<file path="src/rtl/slfr_pkg.sv">
// ----------------------------------------------------------------------------
// slfr_pkg
// Shared types and constants for the split link frame receiver: frame
// position codes, frame event and result records, and the link constants.
// ----------------------------------------------------------------------------
package slfr_pkg;

   // field widths
   localparam int KEY_COUNT = 28;
   localparam int KEY_W     = 28;
   localparam int COUNT_W   = 24;
   localparam int WORD_W    = 32;

   // frame constants
   localparam logic [7:0] SYNC_BYTE = 8'hA5;
   localparam int VOL_UP_BIT   = 28;
   localparam int VOL_DOWN_BIT = 29;
   localparam int MUTE_BIT     = 30;

   // quiet counter limits
   localparam logic [COUNT_W-1:0] COUNT_MAX     = {COUNT_W{1'b1}};
   localparam logic [COUNT_W-1:0] TIMEOUT_RESET = COUNT_W'(100000);

   // keys that the remote side may report
   localparam logic [KEY_W-1:0] KEY_MASK = KEY_W'((64'd1 << KEY_COUNT) - 64'd1);

   // item mode codes
   localparam logic MODE_BYTE = 1'b0;
   localparam logic MODE_TICK = 1'b1;

   // position inside a frame
   typedef enum logic [5:0] {
      POS_HUNT  = 6'b000001,
      POS_PAY0  = 6'b000010,
      POS_PAY1  = 6'b000100,
      POS_PAY2  = 6'b001000,
      POS_PAY3  = 6'b010000,
      POS_CHECK = 6'b100000
   } frame_pos_type;

   // outcome of a frame that ends on this item
   typedef struct packed {
      logic              ok;
      logic              err;
      logic [WORD_W-1:0] word;
   } frame_event_type;

   // one result item
   typedef struct packed {
      logic [KEY_W-1:0] key_bits;
      logic             frame_ok;
      logic             check_error;
      logic             volume_up;
      logic             volume_down;
      logic             mute_pulse;
      logic             link_lost;
   } result_type;

endpackage

</file>
<file path="src/rtl/slfr_deframer.sv">
// ----------------------------------------------------------------------------
// slfr_deframer
// Hunts for the sync byte, gathers four payload bytes with a running XOR and
// checks the closing check byte. Reports a good or bad frame for one item.
// ----------------------------------------------------------------------------
module slfr_deframer (
   input  logic                     clock,
   input  logic                     reset,
   input  logic                     step_en,
   input  logic                     mode,
   input  logic [7:0]               rx_byte,
   output slfr_pkg::frame_event_type frame_event
);
   import slfr_pkg::*;

   frame_pos_type pos_ff, pos_in;
   logic [7:0]    xor_ff, xor_in;
   logic [7:0]    payload_ff [4];
   logic          pay_we;
   logic [1:0]    pay_idx;
   logic          is_byte;

   assign is_byte = (mode == MODE_BYTE);

   // frame sequencing and check
   always_comb begin
      pos_in            = pos_ff;
      xor_in            = xor_ff;
      pay_we            = 1'b0;
      pay_idx           = 2'd0;
      frame_event.ok    = 1'b0;
      frame_event.err   = 1'b0;
      frame_event.word  = {payload_ff[3], payload_ff[2], payload_ff[1], payload_ff[0]};
      if (is_byte) begin
         case (pos_ff)
            POS_HUNT: begin
               if (rx_byte == SYNC_BYTE) begin
                  xor_in = rx_byte;
                  pos_in = POS_PAY0;
               end
            end
            POS_PAY0: begin
               pay_we  = 1'b1;
               pay_idx = 2'd0;
               xor_in  = xor_ff ^ rx_byte;
               pos_in  = POS_PAY1;
            end
            POS_PAY1: begin
               pay_we  = 1'b1;
               pay_idx = 2'd1;
               xor_in  = xor_ff ^ rx_byte;
               pos_in  = POS_PAY2;
            end
            POS_PAY2: begin
               pay_we  = 1'b1;
               pay_idx = 2'd2;
               xor_in  = xor_ff ^ rx_byte;
               pos_in  = POS_PAY3;
            end
            POS_PAY3: begin
               pay_we  = 1'b1;
               pay_idx = 2'd3;
               xor_in  = xor_ff ^ rx_byte;
               pos_in  = POS_CHECK;
            end
            POS_CHECK: begin
               frame_event.ok  = (rx_byte == xor_ff);
               frame_event.err = (rx_byte != xor_ff);
               xor_in          = 8'd0;
               pos_in          = POS_HUNT;
            end
            default: begin
               xor_in = 8'd0;
               pos_in = POS_HUNT;
            end
         endcase
      end
   end

   // position and running check
   always_ff @(posedge clock) begin
      if (reset) begin
         pos_ff <= POS_HUNT;
         xor_ff <= 8'd0;
      end else if (step_en) begin
         pos_ff <= pos_in;
         xor_ff <= xor_in;
      end
   end

   // payload bytes, each written before it is read
   always_ff @(posedge clock) begin
      if (step_en && pay_we) begin
         payload_ff[pay_idx] <= rx_byte;
      end
   end

   // a check byte always sends the hunt back to sync
   assert property (@(posedge clock) disable iff (reset)
      (step_en && is_byte && pos_ff == POS_CHECK) |=> (pos_ff == POS_HUNT))
      else $error("deframer did not return to hunt after check byte");

   // a frame cannot be both good and bad
   assert property (@(posedge clock) disable iff (reset)
      !(frame_event.ok && frame_event.err))
      else $error("frame flagged good and bad at once");

endmodule

</file>
<file path="src/rtl/slfr_key_hold.sv">
// ----------------------------------------------------------------------------
// slfr_key_hold
// Holds the remote key bits, runs the saturating quiet counter and the
// timeout register, and forms the result item for one step.
// ----------------------------------------------------------------------------
module slfr_key_hold (
   input  logic                              clock,
   input  logic                              reset,
   input  logic                              step_en,
   input  logic                              mode,
   input  slfr_pkg::frame_event_type         frame_event,
   input  logic                              csr_we,
   input  logic [slfr_pkg::COUNT_W-1:0]      csr_wdata,
   output slfr_pkg::result_type              result
);
   import slfr_pkg::*;

   logic [COUNT_W-1:0] timeout_ff;
   logic [COUNT_W-1:0] count_ff, count_in;
   logic [KEY_W-1:0]   held_ff, held_in;
   logic               lost;

   // quiet counter: ticks count up and saturate, a good frame restarts it
   always_comb begin
      count_in = count_ff;
      if (mode == MODE_TICK) begin
         if (count_ff != COUNT_MAX) begin
            count_in = count_ff + COUNT_W'(1);
         end
      end else if (frame_event.ok) begin
         count_in = '0;
      end
   end

   assign lost = (count_in > timeout_ff);

   // held keys: loaded by a good frame, dropped while the link is lost
   always_comb begin
      held_in = held_ff;
      if (frame_event.ok) begin
         held_in = frame_event.word[KEY_W-1:0] & KEY_MASK;
      end
      if (lost) begin
         held_in = '0;
      end
   end

   // result item
   always_comb begin
      result.key_bits    = held_in;
      result.frame_ok    = frame_event.ok;
      result.check_error = frame_event.err;
      result.volume_up   = frame_event.ok & frame_event.word[VOL_UP_BIT];
      result.volume_down = frame_event.ok & frame_event.word[VOL_DOWN_BIT];
      result.mute_pulse  = frame_event.ok & frame_event.word[MUTE_BIT];
      result.link_lost   = lost;
   end

   // timeout register
   always_ff @(posedge clock) begin
      if (reset) begin
         timeout_ff <= TIMEOUT_RESET;
      end else if (csr_we) begin
         timeout_ff <= csr_wdata;
      end
   end

   // counter and keys
   always_ff @(posedge clock) begin
      if (reset) begin
         count_ff <= '0;
         held_ff  <= '0;
      end else if (step_en) begin
         count_ff <= count_in;
         held_ff  <= held_in;
      end
   end

endmodule

</file>
<file path="src/rtl/split_link_frame_receiver_unit.sv">
// ----------------------------------------------------------------------------
// split_link_frame_receiver_unit
// Receives link bytes and time ticks, deframes sync/payload/check frames,
// holds the remote key bits and tracks link loss with a quiet counter.
//
//   channel | ports                                   | direction
//   --------+-----------------------------------------+----------
//   req     | req_valid req_ready req_mode req_rx_byte | in
//   rsp     | rsp_valid rsp_ready rsp_key_bits, flags  | out
//   csr     | csr_valid csr_ready csr_wdata            | in
//
// One item per cycle sustained while rsp_ready holds; each item passes
// through the input register and then the result register.
// The frame and counter update is one short combinational pass between them.
// Reset is synchronous: hunting for sync, keys up, counter zero, timeout 100000.
// A stalled rsp side holds the result register; req keeps flowing until the
// input register also fills. csr writes are always taken.
// ----------------------------------------------------------------------------
module split_link_frame_receiver_unit (
   input  logic                           clock,
   input  logic                           reset,
   input  logic                           req_valid,
   output logic                           req_ready,
   input  logic                           req_mode,
   input  logic [7:0]                     req_rx_byte,
   output logic                           rsp_valid,
   input  logic                           rsp_ready,
   output logic [slfr_pkg::KEY_W-1:0]     rsp_key_bits,
   output logic                           rsp_frame_ok,
   output logic                           rsp_check_error,
   output logic                           rsp_volume_up,
   output logic                           rsp_volume_down,
   output logic                           rsp_mute_pulse,
   output logic                           rsp_link_lost,
   input  logic                           csr_valid,
   output logic                           csr_ready,
   input  logic [slfr_pkg::COUNT_W-1:0]   csr_wdata
);
   import slfr_pkg::*;

   logic            in_valid_ff;
   logic            mode_ff;
   logic [7:0]      byte_ff;
   logic            rsp_valid_ff;
   result_type      result_ff, result_in;
   frame_event_type frame_event;
   logic            advance;

   // handshake
   assign advance   = in_valid_ff && (!rsp_valid_ff || rsp_ready);
   assign req_ready = !in_valid_ff || advance;
   assign csr_ready = 1'b1;

   // input register
   always_ff @(posedge clock) begin
      if (reset) begin
         in_valid_ff <= 1'b0;
      end else if (req_ready) begin
         in_valid_ff <= req_valid;
      end
   end

   always_ff @(posedge clock) begin
      if (req_valid && req_ready) begin
         mode_ff <= req_mode;
         byte_ff <= req_rx_byte;
      end
   end

   // frame handling
   slfr_deframer u_deframer (
      .clock       (clock),
      .reset       (reset),
      .step_en     (advance),
      .mode        (mode_ff),
      .rx_byte     (byte_ff),
      .frame_event (frame_event)
   );

   // keys, quiet counter, timeout
   slfr_key_hold u_key_hold (
      .clock       (clock),
      .reset       (reset),
      .step_en     (advance),
      .mode        (mode_ff),
      .frame_event (frame_event),
      .csr_we      (csr_valid && csr_ready),
      .csr_wdata   (csr_wdata),
      .result      (result_in)
   );

   // result register
   always_ff @(posedge clock) begin
      if (reset) begin
         rsp_valid_ff <= 1'b0;
      end else if (advance) begin
         rsp_valid_ff <= 1'b1;
      end else if (rsp_ready) begin
         rsp_valid_ff <= 1'b0;
      end
   end

   always_ff @(posedge clock) begin
      if (advance) begin
         result_ff <= result_in;
      end
   end

   assign rsp_valid       = rsp_valid_ff;
   assign rsp_key_bits    = result_ff.key_bits;
   assign rsp_frame_ok    = result_ff.frame_ok;
   assign rsp_check_error = result_ff.check_error;
   assign rsp_volume_up   = result_ff.volume_up;
   assign rsp_volume_down = result_ff.volume_down;
   assign rsp_mute_pulse  = result_ff.mute_pulse;
   assign rsp_link_lost   = result_ff.link_lost;

   // a lost link never shows held keys
   assert property (@(posedge clock) disable iff (reset)
      (rsp_valid && rsp_link_lost) |-> (rsp_key_bits == '0))
      else $error("keys shown while link is lost");

   // pulses only come with a good frame
   assert property (@(posedge clock) disable iff (reset)
      (rsp_valid && (rsp_volume_up || rsp_volume_down || rsp_mute_pulse))
         |-> rsp_frame_ok)
      else $error("volume or mute pulse without a good frame");

   // a good frame restarts the counter, so the link is never lost with it
   assert property (@(posedge clock) disable iff (reset)
      (rsp_valid && rsp_frame_ok) |-> !rsp_link_lost)
      else $error("link lost on a good frame");

   // a tick item never carries frame flags
   assert property (@(posedge clock) disable iff (reset)
      (advance && mode_ff == MODE_TICK) |=> (!rsp_frame_ok && !rsp_check_error))
      else $error("frame flag raised by a tick");

endmodule
</file>
<file path="config.mk">
export PLATFORM = sky130hd
export DESIGN_NAME = split_link_frame_receiver_unit
export DESIGN_NICKNAME = d
export VERILOG_FILES = /design/src/rtl/slfr_pkg.sv /design/src/rtl/slfr_deframer.sv /design/src/rtl/slfr_key_hold.sv /design/src/rtl/split_link_frame_receiver_unit.sv
export SDC_FILE = /design/constraint.sdc
export NUM_CORES = 1
export LEC_CHECK = 0
export BUFFER_PORTS_ARGS = -buffer_cell sky130_fd_sc_hd__buf_2
export CAP_MARGIN = 10
export CORE_MARGIN = 10
export CORE_UTILIZATION = 23
export CTS_BUF_LIST = sky130_fd_sc_hd__clkbuf_4 sky130_fd_sc_hd__clkbuf_8 sky130_fd_sc_hd__clkbuf_16
export DETAILED_ROUTE_END_ITERATION = 10
export SLEW_MARGIN = 15
export SYNTH_ARGS = -nofsm -noshare
export SYNTH_HDL_FRONTEND = slang
export SYNTH_SLANG_ARGS = --single-unit
</file>
<file path="constraint.sdc">
create_clock -name clock -period 3.7 [get_ports clock]
set_input_delay 0.185 -clock clock [delete_from_list [all_inputs] [get_ports clock]]
set_output_delay 0.185 -clock clock [all_outputs]
set_load 0.005 [all_outputs]
</file>
# [Word-level counts from Yosys, hierarchy flattened]
# Memories as Yosys holds them, arrays and structs flattened.
# Cells that the tools add are included.
# Widths: inputs -> output; s select.
[totals] ramBits=32 latch_bits=0 wordCells=66 ff_bits=135 memories=1 rom_bits=0 out_inout_bits=37 in_bits=38
[classes] add_sub_neg=1 shift=0 n_div=0 order_cmp=1 mul=0 mux=19 bitwise_logic=6 n_eq_ne=11 reduce_logical=11
[memory_table] memory="u_deframer.payload_ff" words=4 word_bits=8 rd=4 rd_clocked_by_memory_dff=0 wr=1 line="slfr_deframer.sv:18" text="logic [7:0] payload_ff [4];"
[op_table] op="$mux 24" n=3
[op_table] op="$mux 28" n=2
[op_table] op="$pmux 6 s5" n=1
[op_table] op="$add 24x1->24 const B" n=1
[op_table] op="$gt 24x24->1" n=1
[op_table] op="$ne 24x24->1 const B" n=1
[op_table] op="$pmux 8 s2" n=1
[op_table] op="$eq 8x8->1" n=1
[op_table] op="$eq 8x8->1 const B" n=1
[op_table] op="$mux 8" n=1
[op_table] op="$ne 8x8->1" n=1
[op_table] op="$xor 8x8->8" n=1
[op_table] op="$eq 6x1->1 const B" n=1
[op_table] op="$eq 6x2->1 const B" n=1
[op_table] op="$eq 6x3->1 const B" n=1
[op_table] op="$eq 6x4->1 const B" n=1
[op_table] op="$eq 6x5->1 const B" n=1
[op_table] op="$eq 6x6->1 const B" n=1
[op_table] op="$mux 1" n=6
[op_table] op="$mux 2" n=3
[op_table] op="$mux 6" n=1
[op_table] op="$pmux 2 s3" n=1
[op_table] op="$reduce_or 4->1" n=1
[op_table] op="$and 1x1->1" n=3
[op_table] op="other kinds (8)" n=13

# [Logic depth before layout (Yosys ltp)]
[logic_depth] depth_word=7 depth_mapped=18

# [Hierarchy]
# From an unflattened synthesis, not the netlist that was laid out.
[hier_totals] hier_cells=803 area_unflattened_um2=8045.2
[by_module_without_submodules] module="slfr_key_hold" area_per_inst_um2=4733.3 cells_each=598 instances=1 seq_area_each_um2=1521.5
[by_module_without_submodules] module="slfr_deframer" area_per_inst_um2=1905.6 cells_each=150 instances=1 seq_area_each_um2=1241.2
[by_module_without_submodules] module="split_link_frame_receiver_unit" area_per_inst_um2=1406.3 cells_each=55 instances=1 seq_area_each_um2=1331.3

# [Worst setup path after synthesis]
# No wires, ideal clock.
[synth_timing] path_type="register to register" startpoint="register u_key_hold.count_ff[16]" endpoint="register result_ff (netlist bit rsp_key_bits[10]) (data pin)" period_less_slack_ns=3.371 slack_ns=0.329 arrival_ns=3.225 setup_time_ns=0.146 required_ns=3.554 path_buffers=5 stages_incl_launch_ff=19 path_cell_list="dfxtp_1 > buf_2 > and3_1 > buf_2 > and4_1 > nand4_1 > clkbuf_1 > a41oi_1 > nand2_1 > o21ai_0 > ha_1 > a21oi_1 > o21ai_0 > a22o_1 > nor4b_1 > nor2_1 > clkbuf_1 > buf_2 > a21oi_1"
[synth_rtl] item="start: declaration" line="slfr_key_hold.sv:19" text="logic [COUNT_W-1:0] count_ff, count_in;"
[synth_rtl] item="start signal: assignment" line="slfr_key_hold.sv:74" text="count_ff <= count_in;"
[synth_rtl] item="end signal: assignment" line="split_link_frame_receiver_unit.sv:105" text="result_ff <= result_in;"
[synth_rtl] item="end: declaration" line="split_link_frame_receiver_unit.sv:45" text="result_type result_ff, result_in;"

==> run metrics <==
LEAKAGE 4.08 nW; WHS 0.0598 ns; reg2reg path depth 18; Crit. End Element flop; Area Overhead vs Synth 28.2%; FF-to-FF Start u_key_hold.count_ff[23]; Pwr per Cell Area 394 nW/um^2; total vias in the final route 6905; count of final setup violators 0; total track usage 9.92%; Post-Layout Cell Count 1485; CTS tree built; FF-to-FF End rsp_key_bits[9]; flop2flop setup slack 0.20 ns; most frequent cells in the layout nand2_1, dfxtp_1, a21oi_1; nets 1082; asr flop ratio synth 0%; most used cell, CP buf_4; initial antenna violation count 0; first-pass GRT wire length 35300 um; HP Class in -> reg; Die H 208 um; VDD IR max 0.000179 V; status complete, no violations; layout cells sized above 1 18.8%; site row count 68; CP max stage delay 0.33 ns; final hold violations 0; Post-synth EDFFs 74; share of the clock period used by the worst path 94.5%; clock slew seen by the registers of the worst setup and hold paths 0.07 ns; total power after layout 4.10 mW; Clock Tree Root clkbuf_16; Cells after DPL 1419; critical path class reg -> reg; Crit path arrival time 3.78 ns; setup_tns 0 ns; CP Launch Type flop; antenna fix cells 0; hold path startpoint rsp_ready; fin util 30.0%; post-DR vias/cell 4.65; H-tree depth 4; DR WL/cell 14.6 um; DR iter-0 viols 369; clk_lat worst skew 0.44 ns; Slew Limit Fails 0; Max-Cap Viols 0; clock sink count 166; Syn Nets 951; count of state elements after synthesis 166; Antenna Nets Post-Route 0; Rel. slew slack 37.9%; top_reg_cell synth dfxtp_1; drt first pass iters 5; Synth Cell Area 8110 sq um; GPL Wtd Cong 0.841; post-route clock skew 0.0186 ns; Slew @ Worst Pin 0.932 ns; slowest stage cell on the critical path dfxtp_1; Crit path required time 3.98 ns; # port buffers 73; placed inst area 9350 sq um; cells after synthesis 888; hold depth 4; # DRC 0; area of the core 34700 sq um; Critical Path Fanout Max 10; sequential-to-total area share from yosys stat 50.1%; most common cell after layout, fill and taps aside nand2_1; HPWL Detailed 14500 um; Peak Freq 286 MHz; Yosys warning count 0; boundary pin count 75; Die W 208 um; Setup WS pre-CTS -0.123 ns; GRT Residual Overflow 0; CTS Buf Count 17; Die Area 43200 sq um; min Tclk post-route 3.50 ns; CP cell instances and3_4 > and4_1 > nand4_1 > buf_4 > buf_4 > buf_4 > nand2_1 > nand2_1 > a21oi_1 > ha_1 > nor2b_1 > o211ai_1 > a21oi_1 > nor4b_4 > nor2_4 > buf_12 > buf_4 > a21oi_1; syn_area_per_cell 9.14 sq um; number of distinct library cells after synthesis 57; largest net degree at the start of global routing 92; DRT Wirelength 21700 um; Setup crit start u_key_hold.count_ff[23]; Hold Path Sink rsp_valid; post-route cell area 10400 sq um; vias in the first global route 6853; setup ws final 0.203 ns; Max Root-Sink Buffers 2; effective utilization at floorplan 23.4%
-- cell families after synthesis --
group | count (synthesis) | synth area share, %
other | 1 | 0.0462
flip-flops | 166 | 50.1
AO/OA/AOI/OAI | 214 | 15.6
adder cells (fa/ha/maj) | 25 | 3.86
multiplexers | 18 | 2.22
buffers and inverters | 98 | 5.04
XOR/XNOR | 12 | 1.30
AND/OR/NAND/NOR | 354 | 21.9
-- registers in the layout, summed over array words and instances (netlist names), 6 cells and up --
name / cells
u_deframer.payload_ff: 31
rsp_key_bits: 28
u_key_hold.held_ff: 28
u_key_hold.count_ff: 24
u_key_hold.timeout_ff: 24
byte_ff: 8
u_deframer.xor_ff: 8
u_deframer.pos_ff: 6
-- critical path, delay by kind of cell (launching register included) --
kind / cells / cell delay, ns
buffers and inverters: 5 / 0.77
AND/OR/NAND/NOR: 8 / 1.24
adder cells (fa/ha/maj): 1 / 0.30
AO/OA/AOI/OAI: 4 / 0.69
flip-flops: 1 / 0.33
-- metal layers --
layer	up-vias	part of all wire (%)	track usage (%)
met5	-	0	0
met4	0	2.2	4.11
met3	29	3.9	1.85
met2	159	48	16.4
met1	3260	46	12.4
li1	3457	-	-
-- synth_stat cells (5+ instances only) --
cell        n  share of area, %
xnor2_1     9              0.97
and2_1      6              0.46
mux2i_1    18               2.2
a311oi_1    7              0.76
or3_1       9              0.69
dfxtp_1    92                23
and3_1     38               2.9
a41oi_1     6              0.65
o22ai_1    28               2.2
o21ai_0    47               2.9
nand4_1    22               1.7
nor2b_1    31               2.4
nand3_1    28               1.7
o211ai_1    9              0.83
nor2_1     50               2.3
inv_1      32               1.5
a31oi_1    16               1.2
nand2_1   137               6.3
a21oi_1    86               5.3
buf_2      23               1.4
ha_1       25               3.9
nor3_1      5              0.31
and4_1      5              0.54
clkbuf_1   35               1.6
edfxtp_1   74                27
nand2b_1    5              0.39
-- timing repair --
action	4_1_cts	5_1_grt
endpoints found under the hold margin	34	0
setup buffers	0	2
hold buffers	34	0
resized for setup	1	16
cloned	0	0
setup endpoints to repair	25	57
pin swaps	0	5
-- area by class of cell --
class / instances / area [sq um]
well taps: 455 / 569
clock inverters: 11 / 175
fillers: 3614 / 24300
multi-input cells: 624 / 3710
repair buffers: 177 / 1310
inverters: 33 / 126
clock buffers: 19 / 447
flip-flops and latches: 166 / 4070
-- worst max path at each step --
| stage | to | slack [ns] | cells after the start |
|---|---|---|---|
| CTS | u_key_hold.held_ff[8] | 0.04 | 17 |
| finish | rsp_key_bits[9] | 0.20 | 18 |
| detailed placement | rsp_key_bits[9] | -0.12 | 15 |
| global placement | rsp_key_bits[11] | -0.08 | 15 |
| floorplan | rsp_key_bits[10] | 0.33 | 18 |
| global route | u_key_hold.held_ff[11] | -0.01 | 17 |
-- power by group --
group          internal (mW)  leakage [nW]  switching, mW
clock network           1.15         0.299          0.749
registers               1.95          1.44         0.0186
logic                 0.0971          2.33          0.135
total                   3.20          4.08          0.903
Power figures use the tool's default switching activity.
